==> src/sv/round_rest_interval_timer_defines.svh <==
// Assertion macros for the round and rest interval timer.
// Needs a clk_i clock and an active-low rst_ni reset in the including module.
`ifndef ROUND_REST_INTERVAL_TIMER_DEFINES_SVH
`define ROUND_REST_INTERVAL_TIMER_DEFINES_SVH

// Same-cycle implication, checked out of reset
`define RRIT_ASSERT_IMP(lbl, ante, cons) \
  lbl: assert property (@(posedge clk_i) disable iff (!rst_ni) (ante) |-> (cons)) \
    else $error("rrit same-cycle check failed");

// Next-cycle implication, checked out of reset
`define RRIT_ASSERT_NXT(lbl, ante, cons) \
  lbl: assert property (@(posedge clk_i) disable iff (!rst_ni) (ante) |=> (cons)) \
    else $error("rrit next-cycle check failed");

`endif

==> src/sv/rrit_pkg.sv <==
// Shared types and constants for the round and rest interval timer.
// No dependencies; imported by every module of the block.
package rrit_pkg;

  // Widths
  localparam int CfgW   = 18;
  localparam int TimeW  = 19;
  localparam int CalcW  = 20;
  localparam int AddrW  = 5;
  localparam int DataW  = 32;

  // Register indexes (word address paddr[4:2])
  localparam logic [2:0] REG_LEAD_IN     = 3'd0;
  localparam logic [2:0] REG_SHORT_ROUND = 3'd1;
  localparam logic [2:0] REG_LONG_ROUND  = 3'd2;
  localparam logic [2:0] REG_SHORT_REST  = 3'd3;
  localparam logic [2:0] REG_LONG_REST   = 3'd4;
  localparam logic [2:0] REG_WARNING     = 3'd5;

  // Register reset values, ms
  localparam logic [CfgW-1:0] LEAD_IN_RST     = 18'd5000;
  localparam logic [CfgW-1:0] SHORT_ROUND_RST = 18'd120000;
  localparam logic [CfgW-1:0] LONG_ROUND_RST  = 18'd180000;
  localparam logic [CfgW-1:0] SHORT_REST_RST  = 18'd30000;
  localparam logic [CfgW-1:0] LONG_REST_RST   = 18'd60000;
  localparam logic [CfgW-1:0] WARNING_RST     = 18'd30000;

  // Beep timing, ms; every beep goes silent BeepGap before its end
  localparam int BeepGap       = 20;
  localparam int StartBeepLen  = 500;
  localparam int WarnBeepLen   = 150;
  localparam int WarnBeepPitch = 200;
  localparam int WarnBeepCount = 5;
  localparam int FinalBeepOfs  = 1000;
  localparam int FinalBeepLen  = 300;
  localparam int RestBeepLen   = 1500;

  typedef enum logic [1:0] {
    LAMP_NONE   = 2'd0,
    LAMP_RED    = 2'd1,
    LAMP_GREEN  = 2'd2,
    LAMP_ORANGE = 2'd3
  } lamp_e;

  typedef enum logic [1:0] {
    PHASE_OFF     = 2'd0,
    PHASE_LEAD_IN = 2'd1,
    PHASE_CYCLE   = 2'd2,
    PHASE_SPARE   = 2'd3
  } phase_e;

  typedef struct packed {
    logic [CfgW-1:0] lead_in_ms;
    logic [CfgW-1:0] short_round_ms;
    logic [CfgW-1:0] long_round_ms;
    logic [CfgW-1:0] short_rest_ms;
    logic [CfgW-1:0] long_rest_ms;
    logic [CfgW-1:0] warning_ms;
  } cfg_t;

  typedef struct packed {
    logic power_on;
    logic round_long;
    logic rest_long;
  } item_t;

  typedef struct packed {
    logic             buzzer;
    lamp_e            lamp;
    logic             power_led;
    phase_e           phase;
    logic [TimeW-1:0] elapsed_ms;
  } result_t;

endpackage

==> src/sv/round_rest_interval_timer.sv <==
// Round and rest interval timer: one millisecond tick in, one lamp/buzzer result out.
// Timing and lamp rules sit in a single-pass evaluator between an input and a result register.
// Depends on rrit_pkg, rrit_regs and rrit_core.
//
// Usage:
//   Each input transaction is one millisecond tick with the power switch and the
//   round/rest length selectors. Each tick yields exactly one result transaction
//   with the latched buzzer and lamp, power indicator, phase and the elapsed time
//   evaluated on that tick. Both channels use valid/stall.
//   An accepted tick sits in the input register, is evaluated and lands in the
//   result register, from which the result transaction is taken out. One tick
//   per cycle is sustained while the receiver does not stall; the combinational
//   path is the selector check, the round/rest boundary compares and the beep
//   window compares.
//   While the receiver stalls, the result holds, the input register still
//   fills once, and then in_stall_o rises until the result is taken.
//   Reset empties both registers, loads the register defaults and puts the
//   timer asleep at t=0 in lead-in. The user must write the registers over APB
//   only while no tick is in flight; the block itself does not enforce it.
module round_rest_interval_timer (
  input  logic                       clk_i,
  input  logic                       rst_ni,
  // APB configuration port
  input  logic                       psel,
  input  logic                       penable,
  input  logic                       pwrite,
  input  logic [rrit_pkg::AddrW-1:0] paddr,
  input  logic [rrit_pkg::DataW-1:0] pwdata,
  output logic [rrit_pkg::DataW-1:0] prdata,
  output logic                       pready,
  // Tick channel
  input  logic                       in_valid_i,
  output logic                       in_stall_o,
  input  logic                       power_on_i,
  input  logic                       round_long_i,
  input  logic                       rest_long_i,
  // Result channel
  output logic                       out_valid_o,
  input  logic                       out_stall_i,
  output logic                       buzzer_o,
  output logic [1:0]                 lamp_o,
  output logic                       power_led_o,
  output logic [1:0]                 phase_o,
  output logic [rrit_pkg::TimeW-1:0] elapsed_ms_o
);
  import rrit_pkg::*;

  cfg_t    cfg;
  item_t   in_item_q, in_item_d;
  logic    in_valid_q, in_valid_d;
  result_t res, res_q;
  logic    out_valid_q, out_valid_d;
  logic    advance;
  logic    in_load;

  rrit_regs u_regs (
    .clk_i   (clk_i),
    .rst_ni  (rst_ni),
    .psel    (psel),
    .penable (penable),
    .pwrite  (pwrite),
    .paddr   (paddr),
    .pwdata  (pwdata),
    .prdata  (prdata),
    .pready  (pready),
    .cfg_o   (cfg)
  );

  // Move the held tick into the result register when that is free
  assign advance    = in_valid_q && (!out_valid_q || !out_stall_i);
  assign in_stall_o = in_valid_q && !advance;
  assign in_load    = !in_stall_o;

  always_comb begin
    in_valid_d = in_valid_q;
    in_item_d  = in_item_q;
    if (in_load) begin
      in_valid_d          = in_valid_i;
      in_item_d.power_on   = power_on_i;
      in_item_d.round_long = round_long_i;
      in_item_d.rest_long  = rest_long_i;
    end
    out_valid_d = out_valid_q;
    if (advance) begin
      out_valid_d = 1'b1;
    end else if (!out_stall_i) begin
      out_valid_d = 1'b0;
    end
  end

  rrit_core u_core (
    .clk_i    (clk_i),
    .rst_ni   (rst_ni),
    .cfg_i    (cfg),
    .step_i   (advance),
    .item_i   (in_item_q),
    .result_o (res)
  );

  // Hold control state
  always_ff @(posedge clk_i or negedge rst_ni) begin
    if (!rst_ni) begin
      in_valid_q  <= 1'b0;
      out_valid_q <= 1'b0;
    end else begin
      in_valid_q  <= in_valid_d;
      out_valid_q <= out_valid_d;
    end
  end

  // Hold payload
  always_ff @(posedge clk_i) begin
    in_item_q <= in_item_d;
    if (advance) begin
      res_q <= res;
    end
  end

  assign out_valid_o  = out_valid_q;
  assign buzzer_o     = res_q.buzzer;
  assign lamp_o       = res_q.lamp;
  assign power_led_o  = res_q.power_led;
  assign phase_o      = res_q.phase;
  assign elapsed_ms_o = res_q.elapsed_ms;

endmodule

==> src/sv/rrit_regs.sv <==
// APB configuration registers of the round and rest interval timer.
// Depends on rrit_pkg.
module rrit_regs (
  input  logic                     clk_i,
  input  logic                     rst_ni,
  input  logic                     psel,
  input  logic                     penable,
  input  logic                     pwrite,
  input  logic [rrit_pkg::AddrW-1:0] paddr,
  input  logic [rrit_pkg::DataW-1:0] pwdata,
  output logic [rrit_pkg::DataW-1:0] prdata,
  output logic                     pready,
  output rrit_pkg::cfg_t           cfg_o
);
  import rrit_pkg::*;

  cfg_t            cfg_q, cfg_d;
  logic [2:0]      word_idx;
  logic            wr_en;
  logic [CfgW-1:0] wr_val;
  logic [CfgW-1:0] rd_val;

  assign pready   = 1'b1;
  assign word_idx = paddr[AddrW-1:2];
  assign wr_en    = psel && penable && pwrite;
  assign wr_val   = pwdata[CfgW-1:0];

  // Decode the write transaction
  always_comb begin
    cfg_d = cfg_q;
    if (wr_en) begin
      unique case (word_idx)
        REG_LEAD_IN:     cfg_d.lead_in_ms     = wr_val;
        REG_SHORT_ROUND: cfg_d.short_round_ms = wr_val;
        REG_LONG_ROUND:  cfg_d.long_round_ms  = wr_val;
        REG_SHORT_REST:  cfg_d.short_rest_ms  = wr_val;
        REG_LONG_REST:   cfg_d.long_rest_ms   = wr_val;
        REG_WARNING:     cfg_d.warning_ms     = wr_val;
        default: ;
      endcase
    end
  end

  // Decode the read transaction
  always_comb begin
    unique case (word_idx)
      REG_LEAD_IN:     rd_val = cfg_q.lead_in_ms;
      REG_SHORT_ROUND: rd_val = cfg_q.short_round_ms;
      REG_LONG_ROUND:  rd_val = cfg_q.long_round_ms;
      REG_SHORT_REST:  rd_val = cfg_q.short_rest_ms;
      REG_LONG_REST:   rd_val = cfg_q.long_rest_ms;
      REG_WARNING:     rd_val = cfg_q.warning_ms;
      default:         rd_val = '0;
    endcase
  end

  assign prdata = {{(DataW-CfgW){1'b0}}, rd_val};
  assign cfg_o  = cfg_q;

  // Hold the registers
  always_ff @(posedge clk_i or negedge rst_ni) begin
    if (!rst_ni) begin
      cfg_q.lead_in_ms     <= LEAD_IN_RST;
      cfg_q.short_round_ms <= SHORT_ROUND_RST;
      cfg_q.long_round_ms  <= LONG_ROUND_RST;
      cfg_q.short_rest_ms  <= SHORT_REST_RST;
      cfg_q.long_rest_ms   <= LONG_REST_RST;
      cfg_q.warning_ms     <= WARNING_RST;
    end else begin
      cfg_q <= cfg_d;
    end
  end

endmodule

==> src/sv/rrit_core.sv <==
// Timer state and per-tick phase evaluation of the round and rest interval timer.
// Depends on rrit_pkg and round_rest_interval_timer_defines.svh.
`include "round_rest_interval_timer_defines.svh"

module rrit_core (
  input  logic              clk_i,
  input  logic              rst_ni,
  input  rrit_pkg::cfg_t    cfg_i,
  input  logic              step_i,
  input  rrit_pkg::item_t   item_i,
  output rrit_pkg::result_t result_o
);
  import rrit_pkg::*;

  logic [TimeW-1:0] elapsed_q, elapsed_d;
  logic             in_lead_q, in_lead_d;
  logic             awake_q, awake_d;
  logic             last_round_q, last_round_d;
  logic             last_rest_q, last_rest_d;
  logic             buzzer_q, buzzer_d;
  lamp_e            lamp_q, lamp_d;

  logic             last_r, last_s, sel_change;
  logic [TimeW-1:0] t;
  logic [CfgW-1:0]  r, s, w, base;
  logic [CalcW-1:0] t_x, r_x, w_x, rs_x, d, e, lead_x;
  logic             lead;

  // Pick the active lengths and detect a selector change
  always_comb begin
    last_r     = awake_q ? last_round_q : item_i.round_long;
    last_s     = awake_q ? last_rest_q  : item_i.rest_long;
    sel_change = (item_i.round_long != last_r) || (item_i.rest_long != last_s);
    t          = sel_change ? '0 : elapsed_q;
    lead       = sel_change ? 1'b1 : in_lead_q;
    r          = item_i.round_long ? cfg_i.long_round_ms : cfg_i.short_round_ms;
    s          = item_i.rest_long  ? cfg_i.long_rest_ms  : cfg_i.short_rest_ms;
    w          = cfg_i.warning_ms;
    base       = r - w;
    t_x        = CalcW'(t);
    r_x        = CalcW'(r);
    w_x        = CalcW'(w);
    lead_x     = CalcW'(cfg_i.lead_in_ms);
    rs_x       = r_x + CalcW'(s);
    d          = t_x - CalcW'(base);
    e          = t_x - r_x;
  end

  // Evaluate the tick and work out the next state
  always_comb begin
    elapsed_d    = elapsed_q;
    in_lead_d    = in_lead_q;
    awake_d      = awake_q;
    last_round_d = last_round_q;
    last_rest_d  = last_rest_q;
    buzzer_d     = buzzer_q;
    lamp_d       = lamp_q;
    result_o     = '0;

    if (!item_i.power_on) begin
      // Power off: drop everything back to reset
      elapsed_d    = '0;
      in_lead_d    = 1'b1;
      awake_d      = 1'b0;
      last_round_d = 1'b0;
      last_rest_d  = 1'b0;
      buzzer_d     = 1'b0;
      lamp_d       = LAMP_NONE;
      result_o.phase = PHASE_OFF;
      result_o.lamp  = LAMP_NONE;
    end else begin
      awake_d      = 1'b1;
      last_round_d = item_i.round_long;
      last_rest_d  = item_i.rest_long;
      in_lead_d    = lead;
      if (sel_change) begin
        buzzer_d = 1'b0;
        lamp_d   = LAMP_NONE;
      end

      if (lead) begin
        result_o.phase = PHASE_LEAD_IN;
        if (t_x <= lead_x) begin
          lamp_d = LAMP_RED;
        end
        if (t_x >= lead_x) begin
          in_lead_d = 1'b0;
          elapsed_d = '0;
        end else begin
          elapsed_d = t + TimeW'(1);
        end
      end else begin
        result_o.phase = PHASE_CYCLE;
        // Round part, with the warning span at its end
        if (t_x <= r_x) begin
          if ((w_x <= r_x) && (t_x >= r_x - w_x)) begin
            for (int k = 0; k < WarnBeepCount; k++) begin
              if ((d >= CalcW'(k * WarnBeepPitch)) &&
                  (d <= CalcW'(k * WarnBeepPitch + WarnBeepLen))) begin
                buzzer_d = (d < CalcW'(k * WarnBeepPitch + WarnBeepLen - BeepGap));
              end
            end
            if ((d >= CalcW'(FinalBeepOfs)) &&
                (d <= CalcW'(FinalBeepOfs + FinalBeepLen))) begin
              buzzer_d = (d < CalcW'(FinalBeepOfs + FinalBeepLen - BeepGap));
            end
            lamp_d = LAMP_ORANGE;
          end else begin
            if (t_x <= CalcW'(StartBeepLen)) begin
              buzzer_d = (t_x < CalcW'(StartBeepLen - BeepGap));
            end
            lamp_d = LAMP_GREEN;
          end
        end
        // Rest part wins at the boundary
        if ((t_x >= r_x) && (t_x <= rs_x)) begin
          if (e <= CalcW'(RestBeepLen)) begin
            buzzer_d = (e < CalcW'(RestBeepLen - BeepGap));
          end
          lamp_d = LAMP_RED;
        end
        if (t_x >= rs_x) begin
          elapsed_d = '0;
        end else begin
          elapsed_d = t + TimeW'(1);
        end
      end

      result_o.buzzer     = buzzer_d;
      result_o.lamp       = lamp_d;
      result_o.power_led  = 1'b1;
      result_o.elapsed_ms = t;
    end
  end

  // Hold the timer state; advance only on a tick that moves on
  always_ff @(posedge clk_i or negedge rst_ni) begin
    if (!rst_ni) begin
      elapsed_q    <= '0;
      in_lead_q    <= 1'b1;
      awake_q      <= 1'b0;
      last_round_q <= 1'b0;
      last_rest_q  <= 1'b0;
      buzzer_q     <= 1'b0;
      lamp_q       <= LAMP_NONE;
    end else if (step_i) begin
      elapsed_q    <= elapsed_d;
      in_lead_q    <= in_lead_d;
      awake_q      <= awake_d;
      last_round_q <= last_round_d;
      last_rest_q  <= last_rest_d;
      buzzer_q     <= buzzer_d;
      lamp_q       <= lamp_d;
    end
  end

  `RRIT_ASSERT_NXT(a_power_off_clears, step_i && !item_i.power_on,
                   !awake_q && in_lead_q && (elapsed_q == '0))
  `RRIT_ASSERT_IMP(a_asleep_is_quiet, !awake_q,
                   (elapsed_q == '0) && (lamp_q == LAMP_NONE) && !buzzer_q)
  `RRIT_ASSERT_NXT(a_no_step_holds, !step_i,
                   $stable(elapsed_q) && $stable(awake_q) && $stable(lamp_q))

endmodule

==> config.mk <==
export PLATFORM = sky130hd
export DESIGN_NAME = round_rest_interval_timer
export DESIGN_NICKNAME = d
export VERILOG_FILES = /design/src/sv/rrit_pkg.sv /design/src/sv/round_rest_interval_timer.sv /design/src/sv/rrit_regs.sv /design/src/sv/rrit_core.sv
export VERILOG_INCLUDE_DIRS = /design/src /design/src/sv
export SDC_FILE = /design/constraint.sdc
export NUM_CORES = 1
export LEC_CHECK = 0
export ABC_AREA = 1
export BUFFER_PORTS_ARGS = -buffer_cell sky130_fd_sc_hd__buf_2
export CORE_UTILIZATION = 55
export CTS_BUF_LIST = sky130_fd_sc_hd__clkbuf_8
export DETAILED_ROUTE_END_ITERATION = 8
export GPL_TIMING_DRIVEN = 1
export PLACE_DENSITY_LB_ADDON = 0.12
export SLEW_MARGIN = 10
export SYNTH_ARGS = -nofsm -noshare
export SYNTH_HDL_FRONTEND = slang
export SYNTH_SLANG_ARGS = --single-unit
==> constraint.sdc <==
create_clock -name clk_i -period 12.6 [get_ports clk_i]
set_clock_uncertainty 0.15 [all_clocks]
set_input_delay 1.89 -clock clk_i [delete_from_list [all_inputs] [get_ports clk_i]]
set_output_delay 1.89 -clock clk_i [all_outputs]
set_load 0.1 [all_outputs]
==> qor.txt <==
status -> complete, no violations
fmax -> 0.139 GHz
arrival time worst endpoint -> 7.41 ns
Syn Area/Cell -> 7.08 um^2
Via Count -> 12.7k
Port-buffer cells -> 75
WL met2 -> 18200 um
Pwr Density -> 161 mW/mm^2
global-route wire length before repair -> 62100 um
Synth top area share -> 17.7%
register bit total from synthesis -> 164
Area Growth Syn to Fin -> 8.34%
CTS Buf Count -> 17
largest net degree at the start of global routing -> 92
Sequential Area -> 0.00430 mm^2
IO Count -> 107
clk buf depth -> 2
M1 wire length -> 17200 um
hold-fix buffers at CTS -> 0
area of the multi-input gates -> 0.00767 mm^2
drt via density -> 5.63
crit share post-route -> 57.1%
Post-synth ARST share -> 82.9%
Top Layer Used -> met4
slowest CP cell -> nand2_1
max_cap viols -> 0
crit path time final -> 7.20 ns
Hold Path Class -> flip-flop to flip-flop
fillers -> 2205
WL met3 -> 3030 um
Seq/Total Area, Yosys -> 32.6%
TritonCTS clock tree -> yes
Slew Limit Fails -> 0
Setup Crit Path Kind -> flip-flop to flip-flop
setup TNS -> 0 ns
crit start category -> flip-flop
Synth area leader -> dfrtp_1
Layout Nets -> 2088
post-route ant nets -> 0
final hold viol count -> 0
postcts setup bufs -> 0
chip width -> 157 um
WP data required -> 12.82 ns
total die area -> 0.0246 mm^2
DRC -> 0
cell row count -> 56
top cells by count, synth -> nand2_1, inv_1, o21ai_0
Total GRT Usage -> 33.0%
Clock Latency Late Sink -> 0.49 ns
final instance area -> 0.0143 mm^2
max_slew headroom -> 24.3%
EDFF count, synth -> 28
clock root buffer -> clkbuf_8
First-pass DRT Iterations -> 6
Die H -> 157 um
final setup fails -> 0
yosys synthesis warning count -> 0
Synth Cell Area -> 0.0132 mm^2
GPL Wtd Cong -> 0.971
Detailed Place HPWL -> 30100 um
number of global-route vias before repair -> 11.8k
Main synth FF type -> dfrtp_1
cells after synthesis -> 1862
Synth area leaders -> dfrtp_1, nand2_1, ha_1
Worst Max-Slew Pin Slew -> 1.13 ns
Crit. End Element -> flip-flop
FF-to-FF setup slack -> 5.40 ns
Peak supply drop -> 80.1 uV
Pleak -> 7.21 nW
post-CTS resize count -> 0
RSZ-0062 raised after global routing -> no
clock sink count -> 164
Crit path largest cell delay -> 0.53 ns
total gr overflow -> 0
share of cells above drive strength 1 -> 11.6%
Distinct cells, synth -> 54
dpl cell area -> 0.0139 mm^2
per-cell routed wire length -> 17.4 um
initial antenna violation count -> 0
Starting Density -> 56.1%
DRT iter0 DRCs -> 1109
Core Area -> 0.0235 mm^2
diodes inserted -> 0
cell family with most CP delay -> compound AO/OA/AOI/OAI gates
buffers plus inverters on the worst setup path -> 4
clk slew on worst S/H paths -> 0.10 ns
routed wire length -> 39300 um
H-tree Lvls -> 4
CP dominant cell by count -> nand2_1
count leader, synth -> nand2_1
CP Max Fanout -> 21
-- registers in the layout, summed over array words and instances, names as in the netlist, 2 cells and up --
register,cells
u_regs.cfg_o,108
elapsed_ms_o,19
u_core.elapsed_q,19
in_item_q,3
lamp_o,2
phase_o,2
u_core.lamp_q,2
-- routing by layer --
metal | vias up | global-route usage, %
li1 | 6252 | -
met1 | 5915 | 45.0
met4 | 0 | 10.3
met5 | - | 0
met3 | 71 | 5.21
met2 | 489 | 53.3
-- power breakdown --
group	leakage (nW)	internal [mW]	switching (mW)
Combinational	5.10	0.346	0.871
Clock	0.197	0.150	0.244
Sequential	1.91	0.639	0.0465
Total	7.21	1.14	1.16
-- layout by cell type, fill, tap and decap left out, types with 24 or more instances in the layout --
cell type  Yosys  routed
nand2_1      487     487
inv_1        264     264
o21ai_0      170     170
nor2_1       141     138
ha_1         110     110
nand3_1       94      94
dfrtp_1       93      93
a21oi_1       85      85
buf_2          2      74
dfstp_2       43      43
xor2_1        32      32
nor3_1        32      29
edfxtp_1      28      28
xnor2_1       24      24
-- cells by family after synthesis --
group,Yosys count,synth area share [%]
AO/OA/AOI/OAI,366,16.0
XOR/XNOR,57,3.85
adder cells (fa/ha/maj),113,10.9
buffers and inverters,328,9.90
flip-flops,164,32.6
other,2,0.0570
AND/OR/NAND/NOR,832,26.7
-- worst paths after layout --
| kind | end | from | depth (start not counted) |
|---|---|---|---|
| worst min-delay path | power_led_o$_DFFE_PP_ | in_item_q[2]$_DFFE_PN_ | 0 |
| max in group asynchronous | u_regs.cfg_o[8]$_DFFE_PN1P_ | rst_ni | 2 |
| min in group asynchronous | u_regs.cfg_o[91]$_DFFE_PN0P_ | rst_ni | 1 |
| worst max-delay path | u_core.elapsed_q[6]$_DFFE_PN0P_ | in_item_q[1]$_DFFE_PN_ | 33 |
| worst min register to register | power_led_o$_DFFE_PP_ | in_item_q[2]$_DFFE_PN_ | 0 |
| worst max register to register | u_core.elapsed_q[6]$_DFFE_PN0P_ | in_item_q[1]$_DFFE_PN_ | 33 |
-- cell type report --
cell class,instances,area share (%)
repair buffers,88,3.36
well taps,319,2.80
clock inverters,15,1.17
flip-flops and latches,164,30.1
clock buffers,17,1.64
multi-input cells,1383,53.7
inverters,274,7.20
-- stage by stage --
step	power [mW]	std cells	worst slack (ns)	hold slack (ns)	utilization (%)
after floorplan	1.60	1875	6.30	0.276	-
after global placement	1.88	2228	5.61	0.282	59.1
after detailed placement	1.89	2228	5.47	0.304	59.1
after CTS	2.29	2260	5.45	0.328	60.8
after global routing	2.47	2260	4.90	0.346	60.8
final	2.30	2260	5.40	0.319	60.8
Note: power is estimated with default switching activity, not from simulation.
